<file path="config.mk">
export PLATFORM = sky130hd
export DESIGN_NAME = ordered_slot_allocator
export DESIGN_NICKNAME = d
export VERILOG_FILES = /design/src/rtl/core/osa_pkg.sv /design/src/rtl/core/ordered_slot_allocator.sv /design/src/rtl/core/osa_datapath.sv /design/src/rtl/core/osa_ctrl.sv
export SDC_FILE = /design/constraint.sdc
export NUM_CORES = 1
export LEC_CHECK = 0
export ABC_AREA = 1
export BUFFER_PORTS_ARGS = -buffer_cell sky130_fd_sc_hd__buf_2
export CAP_MARGIN = 20
export CORE_MARGIN = 2
export CORE_UTILIZATION = 35
export DETAILED_ROUTE_END_ITERATION = 6
export GPL_TIMING_DRIVEN = 0
export MAX_ROUTING_LAYER = met4
export PLACE_DENSITY = 0.51
export SYNTH_ARGS = -nofsm -noshare
export SYNTH_HDL_FRONTEND = slang
export SYNTH_SLANG_ARGS = --single-unit
</file>
<file path="constraint.sdc">
create_clock -name clk_i -period 6.94 [get_ports clk_i]
set_input_delay 1.388 -clock clk_i [delete_from_list [all_inputs] [get_ports clk_i]]
set_output_delay 1.388 -clock clk_i [all_outputs]
set_load 0.1 [all_outputs]
</file>
<file path="src/rtl/core/osa_pkg.sv">
// ----------------------------------------------------------------------------
// osa_pkg
// Shared types and constants for the ordered slot allocator: request and
// status codes, controller states and the controller/datapath command bus.
// ----------------------------------------------------------------------------
package osa_pkg;

  localparam int unsigned CAPACITY = 8;
  localparam int unsigned SLOT_W   = $clog2(CAPACITY);
  localparam int unsigned POS_W    = 3;
  localparam int unsigned CNT_W    = $clog2(CAPACITY + 1);
  localparam int unsigned LINK_W   = $clog2(CAPACITY + 1);
  localparam int unsigned REQ_W    = 3;
  localparam int unsigned STAT_W   = 2;

  // request codes
  localparam logic [REQ_W-1:0] REQ_ADD    = 3'd0;
  localparam logic [REQ_W-1:0] REQ_REMOVE = 3'd1;
  localparam logic [REQ_W-1:0] REQ_SWAP   = 3'd2;
  localparam logic [REQ_W-1:0] REQ_ROTATE = 3'd3;
  localparam logic [REQ_W-1:0] REQ_LOOKUP = 3'd4;

  // result status codes
  localparam logic [STAT_W-1:0] ST_OK   = 2'd0;
  localparam logic [STAT_W-1:0] ST_FULL = 2'd1;
  localparam logic [STAT_W-1:0] ST_BAD  = 2'd2;

  typedef enum logic [2:0] {
    S_IDLE,
    S_RD_A,
    S_SW_B,
    S_SW_W,
    S_ROT_A,
    S_SHIFT,
    S_ROT_T,
    S_DONE
  } osa_state_e;

  // order list read address source
  typedef enum logic [2:0] {
    RD_PA_IN,
    RD_ZERO,
    RD_PB,
    RD_IDX1,
    RD_IDX2
  } rd_sel_e;

  // order list write address/data source
  typedef enum logic [1:0] {
    WR_PA_RD,
    WR_PB_TMP,
    WR_IDX_RD,
    WR_LAST_TMP
  } wr_sel_e;

  typedef struct packed {
    logic    cap_req;       // latch request fields, preset result
    logic    do_add;        // pop free head, append to order list
    rd_sel_e rd_sel;
    logic    res_rd;        // result slot from read data
    logic    tmp_ld;
    logic    release_slot;  // push read slot on free list, occupancy - 1
    logic    wr_en;
    wr_sel_e wr_sel;
    logic    idx_inc;
  } cmd_t;

  typedef struct packed {
    logic err;       // incoming request fails its guard
    logic lt1;       // idx + 1 < occupancy
    logic lt2;       // idx + 2 < occupancy
    logic idx_zero;
  } stat_t;

endpackage

</file>
<file path="src/rtl/core/ordered_slot_allocator.sv">
// ----------------------------------------------------------------------------
// ordered_slot_allocator
// Fixed pool of slots with a linked free list and an order list of occupied
// slots; add, remove, swap, rotate and lookup, one result per request.
// ----------------------------------------------------------------------------
//  channel | signals                                   | dir
//  --------+-------------------------------------------+-----
//  in      | in_valid_i, in_stall_o, req_type_i,       | in
//          | position_a_i, position_b_i                |
//  out     | out_valid_o, out_stall_i, slot_o,         | out
//          | count_o, status_o                         |
//
//  One request at a time; the result is offered the cycle after the last
//  step. Add and any guard failure go straight to the result; lookup
//  reads one entry, swap reads and writes both positions. Remove and rotate
//  can also shift the order list, one entry per cycle through its single
//  read and write port. Reset is asynchronous, active low; no clearing pass.
//  A stalled result holds the block until it is transferred.
// ----------------------------------------------------------------------------
module ordered_slot_allocator
  import osa_pkg::*;
(
  input  logic              clk_i,
  input  logic              rst_ni,
  input  logic              in_valid_i,
  output logic              in_stall_o,
  input  logic [REQ_W-1:0]  req_type_i,
  input  logic [POS_W-1:0]  position_a_i,
  input  logic [POS_W-1:0]  position_b_i,
  output logic              out_valid_o,
  input  logic              out_stall_i,
  output logic [SLOT_W-1:0] slot_o,
  output logic [CNT_W-1:0]  count_o,
  output logic [STAT_W-1:0] status_o
);

  cmd_t  cmd;
  stat_t stat;

  osa_ctrl u_ctrl (
    .clk_i       (clk_i),
    .rst_ni      (rst_ni),
    .in_valid_i  (in_valid_i),
    .in_stall_o  (in_stall_o),
    .out_valid_o (out_valid_o),
    .out_stall_i (out_stall_i),
    .req_type_i  (req_type_i),
    .stat_i      (stat),
    .cmd_o       (cmd)
  );

  osa_datapath u_datapath (
    .clk_i        (clk_i),
    .rst_ni       (rst_ni),
    .cmd_i        (cmd),
    .stat_o       (stat),
    .req_type_i   (req_type_i),
    .position_a_i (position_a_i),
    .position_b_i (position_b_i),
    .slot_o       (slot_o),
    .count_o      (count_o),
    .status_o     (status_o)
  );

  // a pending result blocks new requests
  a_one_in_flight: assert property (@(posedge clk_i) disable iff (!rst_ni)
    out_valid_o |-> in_stall_o)
    else $error("request accepted while a result is pending");

  a_count_bound: assert property (@(posedge clk_i) disable iff (!rst_ni)
    count_o <= CNT_W'(CAPACITY))
    else $error("occupancy above capacity");

  a_full_means_full: assert property (@(posedge clk_i) disable iff (!rst_ni)
    (out_valid_o && (status_o == ST_FULL)) |-> (count_o == CNT_W'(CAPACITY)))
    else $error("pool full reported below capacity");

  a_result_held: assert property (@(posedge clk_i) disable iff (!rst_ni)
    (out_valid_o && out_stall_i) |=> (out_valid_o && $stable(count_o)))
    else $error("stalled result changed");

endmodule

</file>
<file path="src/rtl/core/osa_datapath.sv">
// ----------------------------------------------------------------------------
// osa_datapath
// Free list, order list memory, occupancy, request guards and result
// registers. Driven one micro-step per cycle by the controller.
// ----------------------------------------------------------------------------
module osa_datapath
  import osa_pkg::*;
(
  input  logic              clk_i,
  input  logic              rst_ni,
  input  cmd_t              cmd_i,
  output stat_t             stat_o,
  input  logic [REQ_W-1:0]  req_type_i,
  input  logic [POS_W-1:0]  position_a_i,
  input  logic [POS_W-1:0]  position_b_i,
  output logic [SLOT_W-1:0] slot_o,
  output logic [CNT_W-1:0]  count_o,
  output logic [STAT_W-1:0] status_o
);

  logic [LINK_W-1:0] link_q [CAPACITY];
  logic [LINK_W-1:0] head_q;
  logic [CNT_W-1:0]  occ_q;
  logic [SLOT_W-1:0] order_mem [CAPACITY];
  logic [SLOT_W-1:0] rd_q;
  logic [SLOT_W-1:0] tmp_q;
  logic [POS_W-1:0]  pa_q, pb_q, idx_q;
  logic [SLOT_W-1:0] res_slot_q;
  logic [STAT_W-1:0] res_status_q;

  logic [STAT_W-1:0] err_code;
  logic              err;
  logic [CNT_W-1:0]  pa_ext, pb_ext, idx_ext;
  logic [POS_W-1:0]  mem_ra, mem_wa;
  logic [SLOT_W-1:0] mem_wd;
  logic              mem_we;

  assign pa_ext  = CNT_W'(position_a_i);
  assign pb_ext  = CNT_W'(position_b_i);
  assign idx_ext = CNT_W'(idx_q);

  // request guards
  always_comb begin
    err      = 1'b0;
    err_code = ST_BAD;
    case (req_type_i)
      REQ_ADD: begin
        err      = (occ_q >= CNT_W'(CAPACITY)) || (head_q >= LINK_W'(CAPACITY));
        err_code = ST_FULL;
      end
      REQ_REMOVE, REQ_LOOKUP: err = (pa_ext >= occ_q);
      REQ_SWAP:               err = (pa_ext >= occ_q) || (pb_ext >= occ_q);
      REQ_ROTATE:             err = (occ_q == '0);
      default:                err = 1'b1;
    endcase
  end

  assign stat_o.err      = err;
  assign stat_o.lt1      = (idx_ext + CNT_W'(1)) < occ_q;
  assign stat_o.lt2      = (idx_ext + CNT_W'(2)) < occ_q;
  assign stat_o.idx_zero = (idx_q == '0);

  always_comb begin
    case (cmd_i.rd_sel)
      RD_PA_IN: mem_ra = position_a_i;
      RD_ZERO:  mem_ra = '0;
      RD_PB:    mem_ra = pb_q;
      RD_IDX1:  mem_ra = idx_q + POS_W'(1);
      RD_IDX2:  mem_ra = idx_q + POS_W'(2);
      default:  mem_ra = '0;
    endcase
  end

  always_comb begin
    mem_we = cmd_i.wr_en || cmd_i.do_add;
    if (cmd_i.do_add) begin
      mem_wa = occ_q[POS_W-1:0];
      mem_wd = head_q[SLOT_W-1:0];
    end else begin
      case (cmd_i.wr_sel)
        WR_PA_RD: begin
          mem_wa = pa_q;
          mem_wd = rd_q;
        end
        WR_PB_TMP: begin
          mem_wa = pb_q;
          mem_wd = tmp_q;
        end
        WR_IDX_RD: begin
          mem_wa = idx_q;
          mem_wd = rd_q;
        end
        WR_LAST_TMP: begin
          mem_wa = POS_W'(occ_q - CNT_W'(1));
          mem_wd = tmp_q;
        end
        default: begin
          mem_wa = idx_q;
          mem_wd = rd_q;
        end
      endcase
    end
  end

  // order list: one write and one registered read per cycle
  always_ff @(posedge clk_i) begin
    if (mem_we) begin
      order_mem[mem_wa] <= mem_wd;
    end
    rd_q <= order_mem[mem_ra];
  end

  always_ff @(posedge clk_i) begin
    if (cmd_i.cap_req) begin
      pa_q         <= position_a_i;
      pb_q         <= position_b_i;
      idx_q        <= (req_type_i == REQ_ROTATE) ? '0 : position_a_i;
      // add reports the popped head in the same cycle
      res_slot_q   <= cmd_i.do_add ? head_q[SLOT_W-1:0] : '0;
      res_status_q <= err ? err_code : ST_OK;
    end
    if (cmd_i.idx_inc) begin
      idx_q <= idx_q + POS_W'(1);
    end
    if (cmd_i.tmp_ld) begin
      tmp_q <= rd_q;
    end
    if (cmd_i.res_rd) begin
      res_slot_q <= rd_q;
    end
  end

  // free list and occupancy
  always_ff @(posedge clk_i or negedge rst_ni) begin
    if (!rst_ni) begin
      for (int i = 0; i < CAPACITY; i++) begin
        link_q[i] <= LINK_W'(i + 1);
      end
      head_q <= '0;
      occ_q  <= '0;
    end else if (cmd_i.do_add) begin
      head_q <= link_q[head_q[SLOT_W-1:0]];
      occ_q  <= occ_q + CNT_W'(1);
    end else if (cmd_i.release_slot) begin
      link_q[rd_q] <= head_q;
      head_q       <= LINK_W'(rd_q);
      occ_q        <= occ_q - CNT_W'(1);
    end
  end

  assign slot_o   = res_slot_q;
  assign count_o  = occ_q;
  assign status_o = res_status_q;

endmodule

</file>
<file path="src/rtl/core/osa_ctrl.sv">
// ----------------------------------------------------------------------------
// osa_ctrl
// Request sequencer: steps the datapath through the reads, writes and the
// order list shift of each request, then holds the result for transfer.
// ----------------------------------------------------------------------------
module osa_ctrl
  import osa_pkg::*;
(
  input  logic             clk_i,
  input  logic             rst_ni,
  input  logic             in_valid_i,
  output logic             in_stall_o,
  output logic             out_valid_o,
  input  logic             out_stall_i,
  input  logic [REQ_W-1:0] req_type_i,
  input  stat_t            stat_i,
  output cmd_t             cmd_o
);

  osa_state_e       state_q, state_d;
  logic [REQ_W-1:0] req_q;
  logic             accept;

  assign accept = (state_q == S_IDLE) && in_valid_i;

  always_ff @(posedge clk_i or negedge rst_ni) begin
    if (!rst_ni) begin
      state_q <= S_IDLE;
      req_q   <= REQ_ADD;
    end else begin
      state_q <= state_d;
      if (accept) begin
        req_q <= req_type_i;
      end
    end
  end

  // next state
  always_comb begin
    state_d = state_q;
    case (state_q)
      S_IDLE: begin
        if (in_valid_i) begin
          if (stat_i.err) begin
            state_d = S_DONE;
          end else begin
            case (req_type_i)
              REQ_REMOVE, REQ_LOOKUP, REQ_SWAP: state_d = S_RD_A;
              REQ_ROTATE:                       state_d = S_ROT_A;
              default:                          state_d = S_DONE;
            endcase
          end
        end
      end
      S_RD_A: begin
        case (req_q)
          REQ_SWAP:   state_d = S_SW_B;
          REQ_REMOVE: state_d = stat_i.lt1 ? S_SHIFT : S_DONE;
          default:    state_d = S_DONE;
        endcase
      end
      S_SW_B:  state_d = S_SW_W;
      S_SW_W:  state_d = S_DONE;
      S_ROT_A: state_d = stat_i.lt1 ? S_SHIFT : S_DONE;
      S_SHIFT: begin
        if (req_q == REQ_ROTATE) begin
          state_d = stat_i.lt2 ? S_SHIFT : S_ROT_T;
        end else begin
          state_d = stat_i.lt1 ? S_SHIFT : S_DONE;
        end
      end
      S_ROT_T: state_d = S_DONE;
      S_DONE:  state_d = out_stall_i ? S_DONE : S_IDLE;
      default: state_d = S_IDLE;
    endcase
  end

  // commands
  always_comb begin
    cmd_o        = '0;
    cmd_o.rd_sel = RD_ZERO;
    cmd_o.wr_sel = WR_IDX_RD;
    in_stall_o   = 1'b1;
    out_valid_o  = 1'b0;
    case (state_q)
      S_IDLE: begin
        in_stall_o    = 1'b0;
        cmd_o.cap_req = in_valid_i;
        cmd_o.rd_sel  = (req_type_i == REQ_ROTATE) ? RD_ZERO : RD_PA_IN;
        cmd_o.do_add  = in_valid_i && !stat_i.err && (req_type_i == REQ_ADD);
      end
      S_RD_A: begin
        case (req_q)
          REQ_SWAP: begin
            cmd_o.tmp_ld = 1'b1;
            cmd_o.rd_sel = RD_PB;
          end
          REQ_REMOVE: begin
            cmd_o.res_rd       = 1'b1;
            cmd_o.release_slot = 1'b1;
            cmd_o.rd_sel       = RD_IDX1;
          end
          default: cmd_o.res_rd = 1'b1;
        endcase
      end
      S_SW_B: begin
        cmd_o.wr_en  = 1'b1;
        cmd_o.wr_sel = WR_PA_RD;
        cmd_o.res_rd = 1'b1;
      end
      S_SW_W: begin
        cmd_o.wr_en  = 1'b1;
        cmd_o.wr_sel = WR_PB_TMP;
      end
      S_ROT_A: begin
        cmd_o.tmp_ld = 1'b1;
        cmd_o.res_rd = 1'b1;
        cmd_o.rd_sel = RD_IDX1;
      end
      S_SHIFT: begin
        cmd_o.wr_en   = 1'b1;
        cmd_o.wr_sel  = WR_IDX_RD;
        cmd_o.idx_inc = 1'b1;
        cmd_o.rd_sel  = RD_IDX2;
        // rotate: the entry moved into position 0 is the new first slot
        cmd_o.res_rd  = (req_q == REQ_ROTATE) && stat_i.idx_zero;
      end
      S_ROT_T: begin
        cmd_o.wr_en  = 1'b1;
        cmd_o.wr_sel = WR_LAST_TMP;
      end
      S_DONE: out_valid_o = 1'b1;
      default: ;
    endcase
  end

endmodule
</file>
==> impl_results.md, run 1 <==
* Pin count of the biggest net entering global routing at 47
* Crit path cell chain: buf_2 > ha_1 > nand2_1 > nand2_1 > nand2_1 > nand3_2 > nor2_1 > nor2_1 > nor2_1 > nand4_4 > buf_2 > o21ai_1
* Vias at 4,005
* Setup Skew at 0.00762 ns
* Worst slew margin at 52.9%
* Syn avg cell area at ~8.6 µm²
* Final Hold Violating Endpoints at 0
* Die width at between 100 and 150 µm
* Count of input and output buffers at 23
* Global-route wire length before repair at 19.9 mm
* Htree depth at 3
* Unrepaired setup endpoints after global routing: no
* Post-CTS setup buffers at 0
* Clock transition at path regs at roughly 0.060 ns
* Hold_buf cts at 0
* Final Critical Period at 3.44 ns
* Via density per instance at between 5 and 6
* Syn-to-layout area delta at 13.3%
* Initial Util at between 30% and 40%
* Initial antenna violation count at 0
* Post-synth top area cell: edfxtp_1
* Arr. time, crit path at 3.49 ns
* Number of synthesized flops with an enable pin at between 40 and 50
* GRT Resource Usage Total at 17.7%
* Inserted Clock Buffers at 9
* Tcrit/Tclk final at approximately half
* Max Cap Violations at 0
* CTS Sinks at 90
* CP Buf/Inv Count at 2
* Share of cells above drive strength 1 at 16.1%
* CP endpoint kind: register
* Post-CTS resize count at 0
* CTS tree: built
* Starting DRT DRC Count at 322
* Ys Warns at 0
* Setup slack at placement at around 3.1 ns
* Total power at 2.85 mW
* Final setup fails at 0
* Crit Path Class: input pin to register
* Final setup TNS at 0 ns
* Layout net count at between 600 and 700
* Post-synthesis cell count at 580
* Synth Cell Area at 4990 µm²
* # diodes at 0
* Synthesized Nets at 610
* CP required at roughly 7.0 ns
* Max FO, Critical Path at 10
* Post-DP Area at 5330 µm²
* CTS max path bufs at 2
* Synth area leaders: edfxtp_1 25%, dfrtp_1 17%, nand2_1 11%, dfstp_2 6.8%, o21ai_0 6.3%
* IO Count at 24
* Synth async-reset ratio at 51.1%
* Run status: complete, no violations
* First-pass DRT Iterations at 5
* Leakage power at 2.49 nW
* DIE AREA at 15,200 µm²
* Synth top area share at 24.7%
* Final worst slack at 3.50 ns
* Register area share after synthesis at 49.3%
* Total Wirelength at roughly 12 mm
* WL/cell at roughly 15 µm
* Routed Antenna Nets at 0
* Routability cong. at roughly 0.87
* Chip height at between 100 and 150 µm
* Hold Crit Class: register to register
* PwrDens at about 500 nW/µm²
* Num rows at 43
* Commonest non-fill, non-tap cells in the layout: 142 x nand2_1, 64 x inv_1, 63 x o21ai_0, 41 x edfxtp_1, 35 x nor2_1
* GRT overflow at 0
* Main synth FF type: edfxtp_1
* Maximum VDD drop at around 0.31 mV
* Startpoint types: input pin
* CP max-delay cell: o21ai_1
* Slew Viols, Final at 0
* DRC at 0
* Vias in the first global route at ~4,000
* Worst-skew pair later-pin latency at ~0.34 ns
* Post-route cell area at ~5700 µm²
* Worst-Margin Slew at 0.701 ns
* Yosys cell types at 42
* Clock Root Buffer: clkbuf_16
* Yosys reg bits at 90
* Max Freq at ~290 MHz
* CP max stage delay at 0.57 ns
* Delay-heaviest family, CP: simple AND/OR/NAND/NOR gates
* Most common cell after layout, fill and taps aside: nand2_1
* Core Area at 13,900 µm²
* DP HPWL at 9.09 mm
## synth_stat cells (5+ instances only)
master      n
nor2_1     35
o21ai_0    63
a21oi_1    21
nand2_1   142
nand3_2     5
nand3_1    34
nor2_4      5
nand3b_1    9
dfstp_2    13
dfrtp_1    33
inv_2       9
ha_1       17
o21ai_1     6
nor3_1      6
edfxtp_1   41
clkbuf_1    9
nand2_2    11
nand4_1     5
a221oi_1    6
inv_1      64
## worst reg2reg max path, cell delays in order (launching register included)
cell	delay, ns
dfrtp_1	0.35
clkbuf_1	0.32
inv_1	0.21
ha_1	0.34
inv_1	0.07
nor2_1	0.04
nand2_1	0.08
nand3_2	0.11
nor2_1	0.12
nor2_1	0.05
nor2_1	0.16
nand4_4	0.20
buf_2	0.24
o21ai_1	0.57
## flip-flops by register name (all words and copies together), names as in the netlist, 4 cells and up
name                  cells
u_datapath.link_q        32
u_datapath.order_mem     24
u_datapath.count_o        4
u_datapath.head_q         4
## per-stage QoR
stage	util [%]	std cells	hold WS (ns)
after floorplan	-	580	0.431
after global placement	38.4	783	0.470
after detailed placement	38.4	783	0.460
after CTS	40.6	799	0.486
after global routing	40.7	800	0.507
final	40.7	800	0.479
## path summary, 6_finish.rpt
check                                             end             startpoint  cells after the start  slack, ns
hold reg to reg                   u_datapath.tmp_q[0]     u_datapath.rd_q[0]                      0       0.48
max in group asynchronous        u_datapath.link_q[3]                 rst_ni                      2       5.59
setup / recovery           u_datapath.order_mem[4][1]        position_a_i[1]                     12       3.50
setup reg to reg           u_datapath.order_mem[4][1]  u_datapath.count_o[2]                     13       3.79
hold / removal                    u_datapath.tmp_q[0]     u_datapath.rd_q[0]                      0       0.48
min in group asynchronous       u_datapath.link_q[29]                 rst_ni                      1       0.86
## kinds of logic after synthesis
| kind of cell | share of synthesized area [%] |
|---|---|
| AND/OR/NAND/NOR | 24.7 |
| AO/OA/AOI/OAI | 13.7 |
| flip-flops | 49.3 |
| buffers and inverters | 7.32 |
| adder cells (fa/ha/maj) | 4.26 |
| XOR/XNOR | 0.702 |
## power breakdown
group	internal, mW	switching [mW]	leakage, nW
Combinational	0.402	0.993	1.38
Sequential	0.824	0.127	0.965
Clock	0.291	0.209	0.142
## routing by layer
metal	track usage, %	vias up	share of wire, %
li1	-	2024	-
met1	24.1	1900	49
met2	26.9	69	46
met3	3.55	12	3.7
met4	5.18	0	1.4
met5	-	-	0
## final cells by class
class	instances	area (µm²)
Multi-Input combinational cell	401	2170
Timing Repair Buffer	24	135
Tap cell	180	225
Sequential cell	90	2460
Clock buffer	11	243
Clock inverter	5	62.6
Inverter	75	282
Fill cell	1404	8230
Buffer	14	83.8
Power figures use the tool's default switching activity.
==> inputs of run 2 (changes only) <==
--- a/config.mk
+++ b/config.mk
@@ -5,7 +5,7 @@
 export SDC_FILE = /design/constraint.sdc
 export NUM_CORES = 1
 export LEC_CHECK = 0
-export ABC_AREA = 1
+export ABC_AREA = 0
 export BUFFER_PORTS_ARGS = -buffer_cell sky130_fd_sc_hd__buf_2
 export CAP_MARGIN = 20
 export CORE_MARGIN = 2
==> constraint.sdc (replaced) <==
create_clock -name clk_i -period 3.5 [get_ports clk_i]
set_input_delay 0.7 -clock clk_i [delete_from_list [all_inputs] [get_ports clk_i]]
set_output_delay 0.7 -clock clk_i [all_outputs]
set_load 0.1 [all_outputs]
==> impl_results.md, run 2 <==
* Run status: complete, no violations
* Reg-to-reg endpoint: u_datapath.order_mem[0][1]
* Clock Root Buffer: clkbuf_16
* Setup slack, reg-to-reg at ~0.48 ns
* Clock transition at path regs at around 0.06 ns
* IO Count at 24
* Die width at about 120 µm
* # diodes at 0
* CP max-delay cell: dfrtp_1
* Via density per instance at approximately 5.3
* Most common cell after layout, fill and taps aside: edfxtp_1
* Layout net count at 470
* Crit Path Class: register to output port
* Worst Setup SP: u_ctrl.state_q[2]
* Syn-to-layout area delta at 13.4%
* Setup Skew at around 0.011 ns
* Pin count of the biggest net entering global routing at 47
* Worst R2R Start: u_ctrl.state_q[1]
* Top post-synthesis cells by count: 41 x edfxtp_1, 38 x mux2_2, 33 x dfrtp_1
* Flop pwr share at around 33%
* Pint at 3.00 mW
* Vias at about 3,300
* Yosys cell types at between 60 and 70
* Num rows at between 40 and 50
* Top Registers: u_datapath.link_q x32, u_datapath.order_mem x24
* Post-synth top area cell: edfxtp_1
* Top-count cell post-synth: edfxtp_1
* Routed Antenna Nets at 0
* Synth area leaders: edfxtp_1 25%, dfrtp_1 17%, mux2_2 8.9%, dfstp_2 7.1%, ha_1 4.4%
* Switching part of the total at between 40% and 50%
* CTS tree: built
* DP HPWL at ~8.2 mm
* Synth async-reset ratio at about half
* Main synth FF type: edfxtp_1
* Max FO, Critical Path at 10
* CP required at roughly 2.8 ns
* Max Freq at ~320 MHz
* Max Cap Violations at 0
* Largest register FFs at 32
* Clock power frac at ~18%
* Global-route wire length before repair at between 15 and 20 mm
* Leakage power at between 2 and 2.5 nW
* Biggest register: u_datapath.link_q
* WL/cell at roughly 18 µm
* CTS Sinks at 90
* Htree depth at 3
* Worst-skew pair later-pin latency at about 0.35 ns
* DRC at 0
* CTS max path bufs at 2
* Startpoint types: register
* Inserted Clock Buffers at 9
* Share of cells above drive strength 1 at 26.3%
* Ys Warns at 0
* Number of cells on the critical path at 5
* Unrepaired setup endpoints after global routing: no
* Tcrit/Tclk final at ~88%
* PwrDens at between 900 and 1000 nW/µm²
* Slew Viols, Final at 0
* Post-synthesis cell count at ~410
* CP Buf/Inv Count at 3
* Hold Crit Class: input pin to async pin
* Worst Setup EP: out_valid_o
* Hold_buf cts at 0
* Initial Util at roughly 36%
* Sw Pwr at ~2.2 mW
* Starting DRT DRC Count at 142
* Vias in the first global route at roughly 3,300
* Maximum VDD drop at approximately 0.56 mV
* Post-CTS resize count at 0
* Worst R2R Path Depth at 5
* Commonest non-fill, non-tap cells in the layout: 41 x edfxtp_1, 38 x mux2_2, 33 x dfrtp_1, 30 x nand2_1, 25 x buf_2
* Final Hold Violating Endpoints at 0
* CP max stage delay at around 0.47 ns
* Yosys reg bits at 90
* Worst slew margin at 32.4%
* Crit path cell chain: clkbuf_1 > clkbuf_1 > nand2_1 > nor2_1 > buf_2
* GRT Resource Usage Total at 17.2%
* Total Wirelength at roughly 11 mm
* Register area share after synthesis at roughly 50%
* Core Area at ~13,000 µm²
* Synth Cell Area at between 4000 and 5000 µm²
* Synth top area share at 25.5%
* Final Critical Period at between 3 and 4 ns
* Chip height at 122 µm
* Count of input and output buffers at 23
* Delay-heaviest family, CP: buffers and inverters
* Initial antenna violation count at 0
* Combinational share of power at about half
* CP endpoint kind: output port
* Final setup TNS at 0 ns
* Total power at around 5.2 mW
* Number of synthesized flops with an enable pin at a little over 40
* Final setup fails at 0
* Arr. time, crit path at ~2.4 ns
* Most Frequent Cell on Critical Path: clkbuf_1
* GRT overflow at 0
* Syn avg cell area at between 10 and 15 µm²
* First-pass DRT Iterations at 4
* Worst-Margin Slew at 1.00 ns
* Routability cong. at between 0.9 and 1
* DIE AREA at about 15,000 µm²
* Synthesized Nets at roughly 440
* Post-CTS setup buffers at 0
run 2: logic make-up (layout without fill, tap and decap cells):
family,count (synthesis),after routing,share of synthesized area [%]
and+or+nand+nor,119,119,13.6
DFF,90,90,50.9
AOI/OAI and AO/OA,68,68,9.89
muxes,65,65,16.6
buffers and inverters,41,81,3.78
adders and majority gates,17,17,4.40
xor gates and xnor gates,5,5,0.906
run 2: layout make-up:
cell class                 instances  area, µm²
fill                            1310       7870
sequential                        90       2460
multi-input combinational        274       2190
clock buffer                      12        262
tap                              176        220
timing repair buffer              24        135
buffer                            23        115
inverter                          18       67.6
clock inverter                     4       30.0
run 2: metal layers:
metal	GRT usage [%]	vias up	part of all wire (%)
li1	-	1575	-
met1	24.0	1640	51
met2	25.5	69	44
met3	2.82	12	3.3
met4	6.03	0	1.7
met5	-	-	0
run 2: per-stage QoR:
step	setup WS [ns]	instance area, µm²	std cells	util, %	hold WS [ns]
6_report	0.409	5480	621	41.1	0.190
5_1_grt	0.297	5480	621	41.1	0.188
4_1_cts	0.466	5460	620	40.9	0.474
3_5_place_dp	0.215	5170	604	38.7	0.447
3_3_place_gp	0.219	5170	604	38.7	0.451
2_1_floorplan	0.422	4830	405	-	0.404
run 2: how the worst min path moves through the flow:
stage | startpoint | to | slack (ns)
CTS | u_datapath.rd_q[1] | u_datapath.tmp_q[1] | 0.47
finish | rst_ni | u_ctrl.req_q[1] | 0.19
global placement | u_datapath.rd_q[1] | u_datapath.tmp_q[1] | 0.45
floorplan | rst_ni | u_ctrl.req_q[0] | 0.40
global route | rst_ni | u_ctrl.req_q[1] | 0.19
detailed placement | u_datapath.rd_q[1] | u_datapath.tmp_q[1] | 0.45
run 2: worst reg2reg max path, cell delays in order, from the launching register on:
cell	delay [ns]
dfrtp_1	0.37
buf_6	0.13
or4b_1	0.51
buf_6	0.18
nor4_1	0.78
o21ai_0	0.61
run 2: power groups by stage:
stage | clock (mW) | combinational, mW | sequential, mW
3_3_place_gp | 0 | 2.51 | 1.75
2_1_floorplan | 0 | 1.73 | 1.93
6_report | 0.952 | 2.55 | 1.74
5_1_grt | 1.02 | 2.83 | 1.78
4_1_cts | 0.979 | 2.56 | 1.74
3_5_place_dp | 0 | 2.54 | 1.76
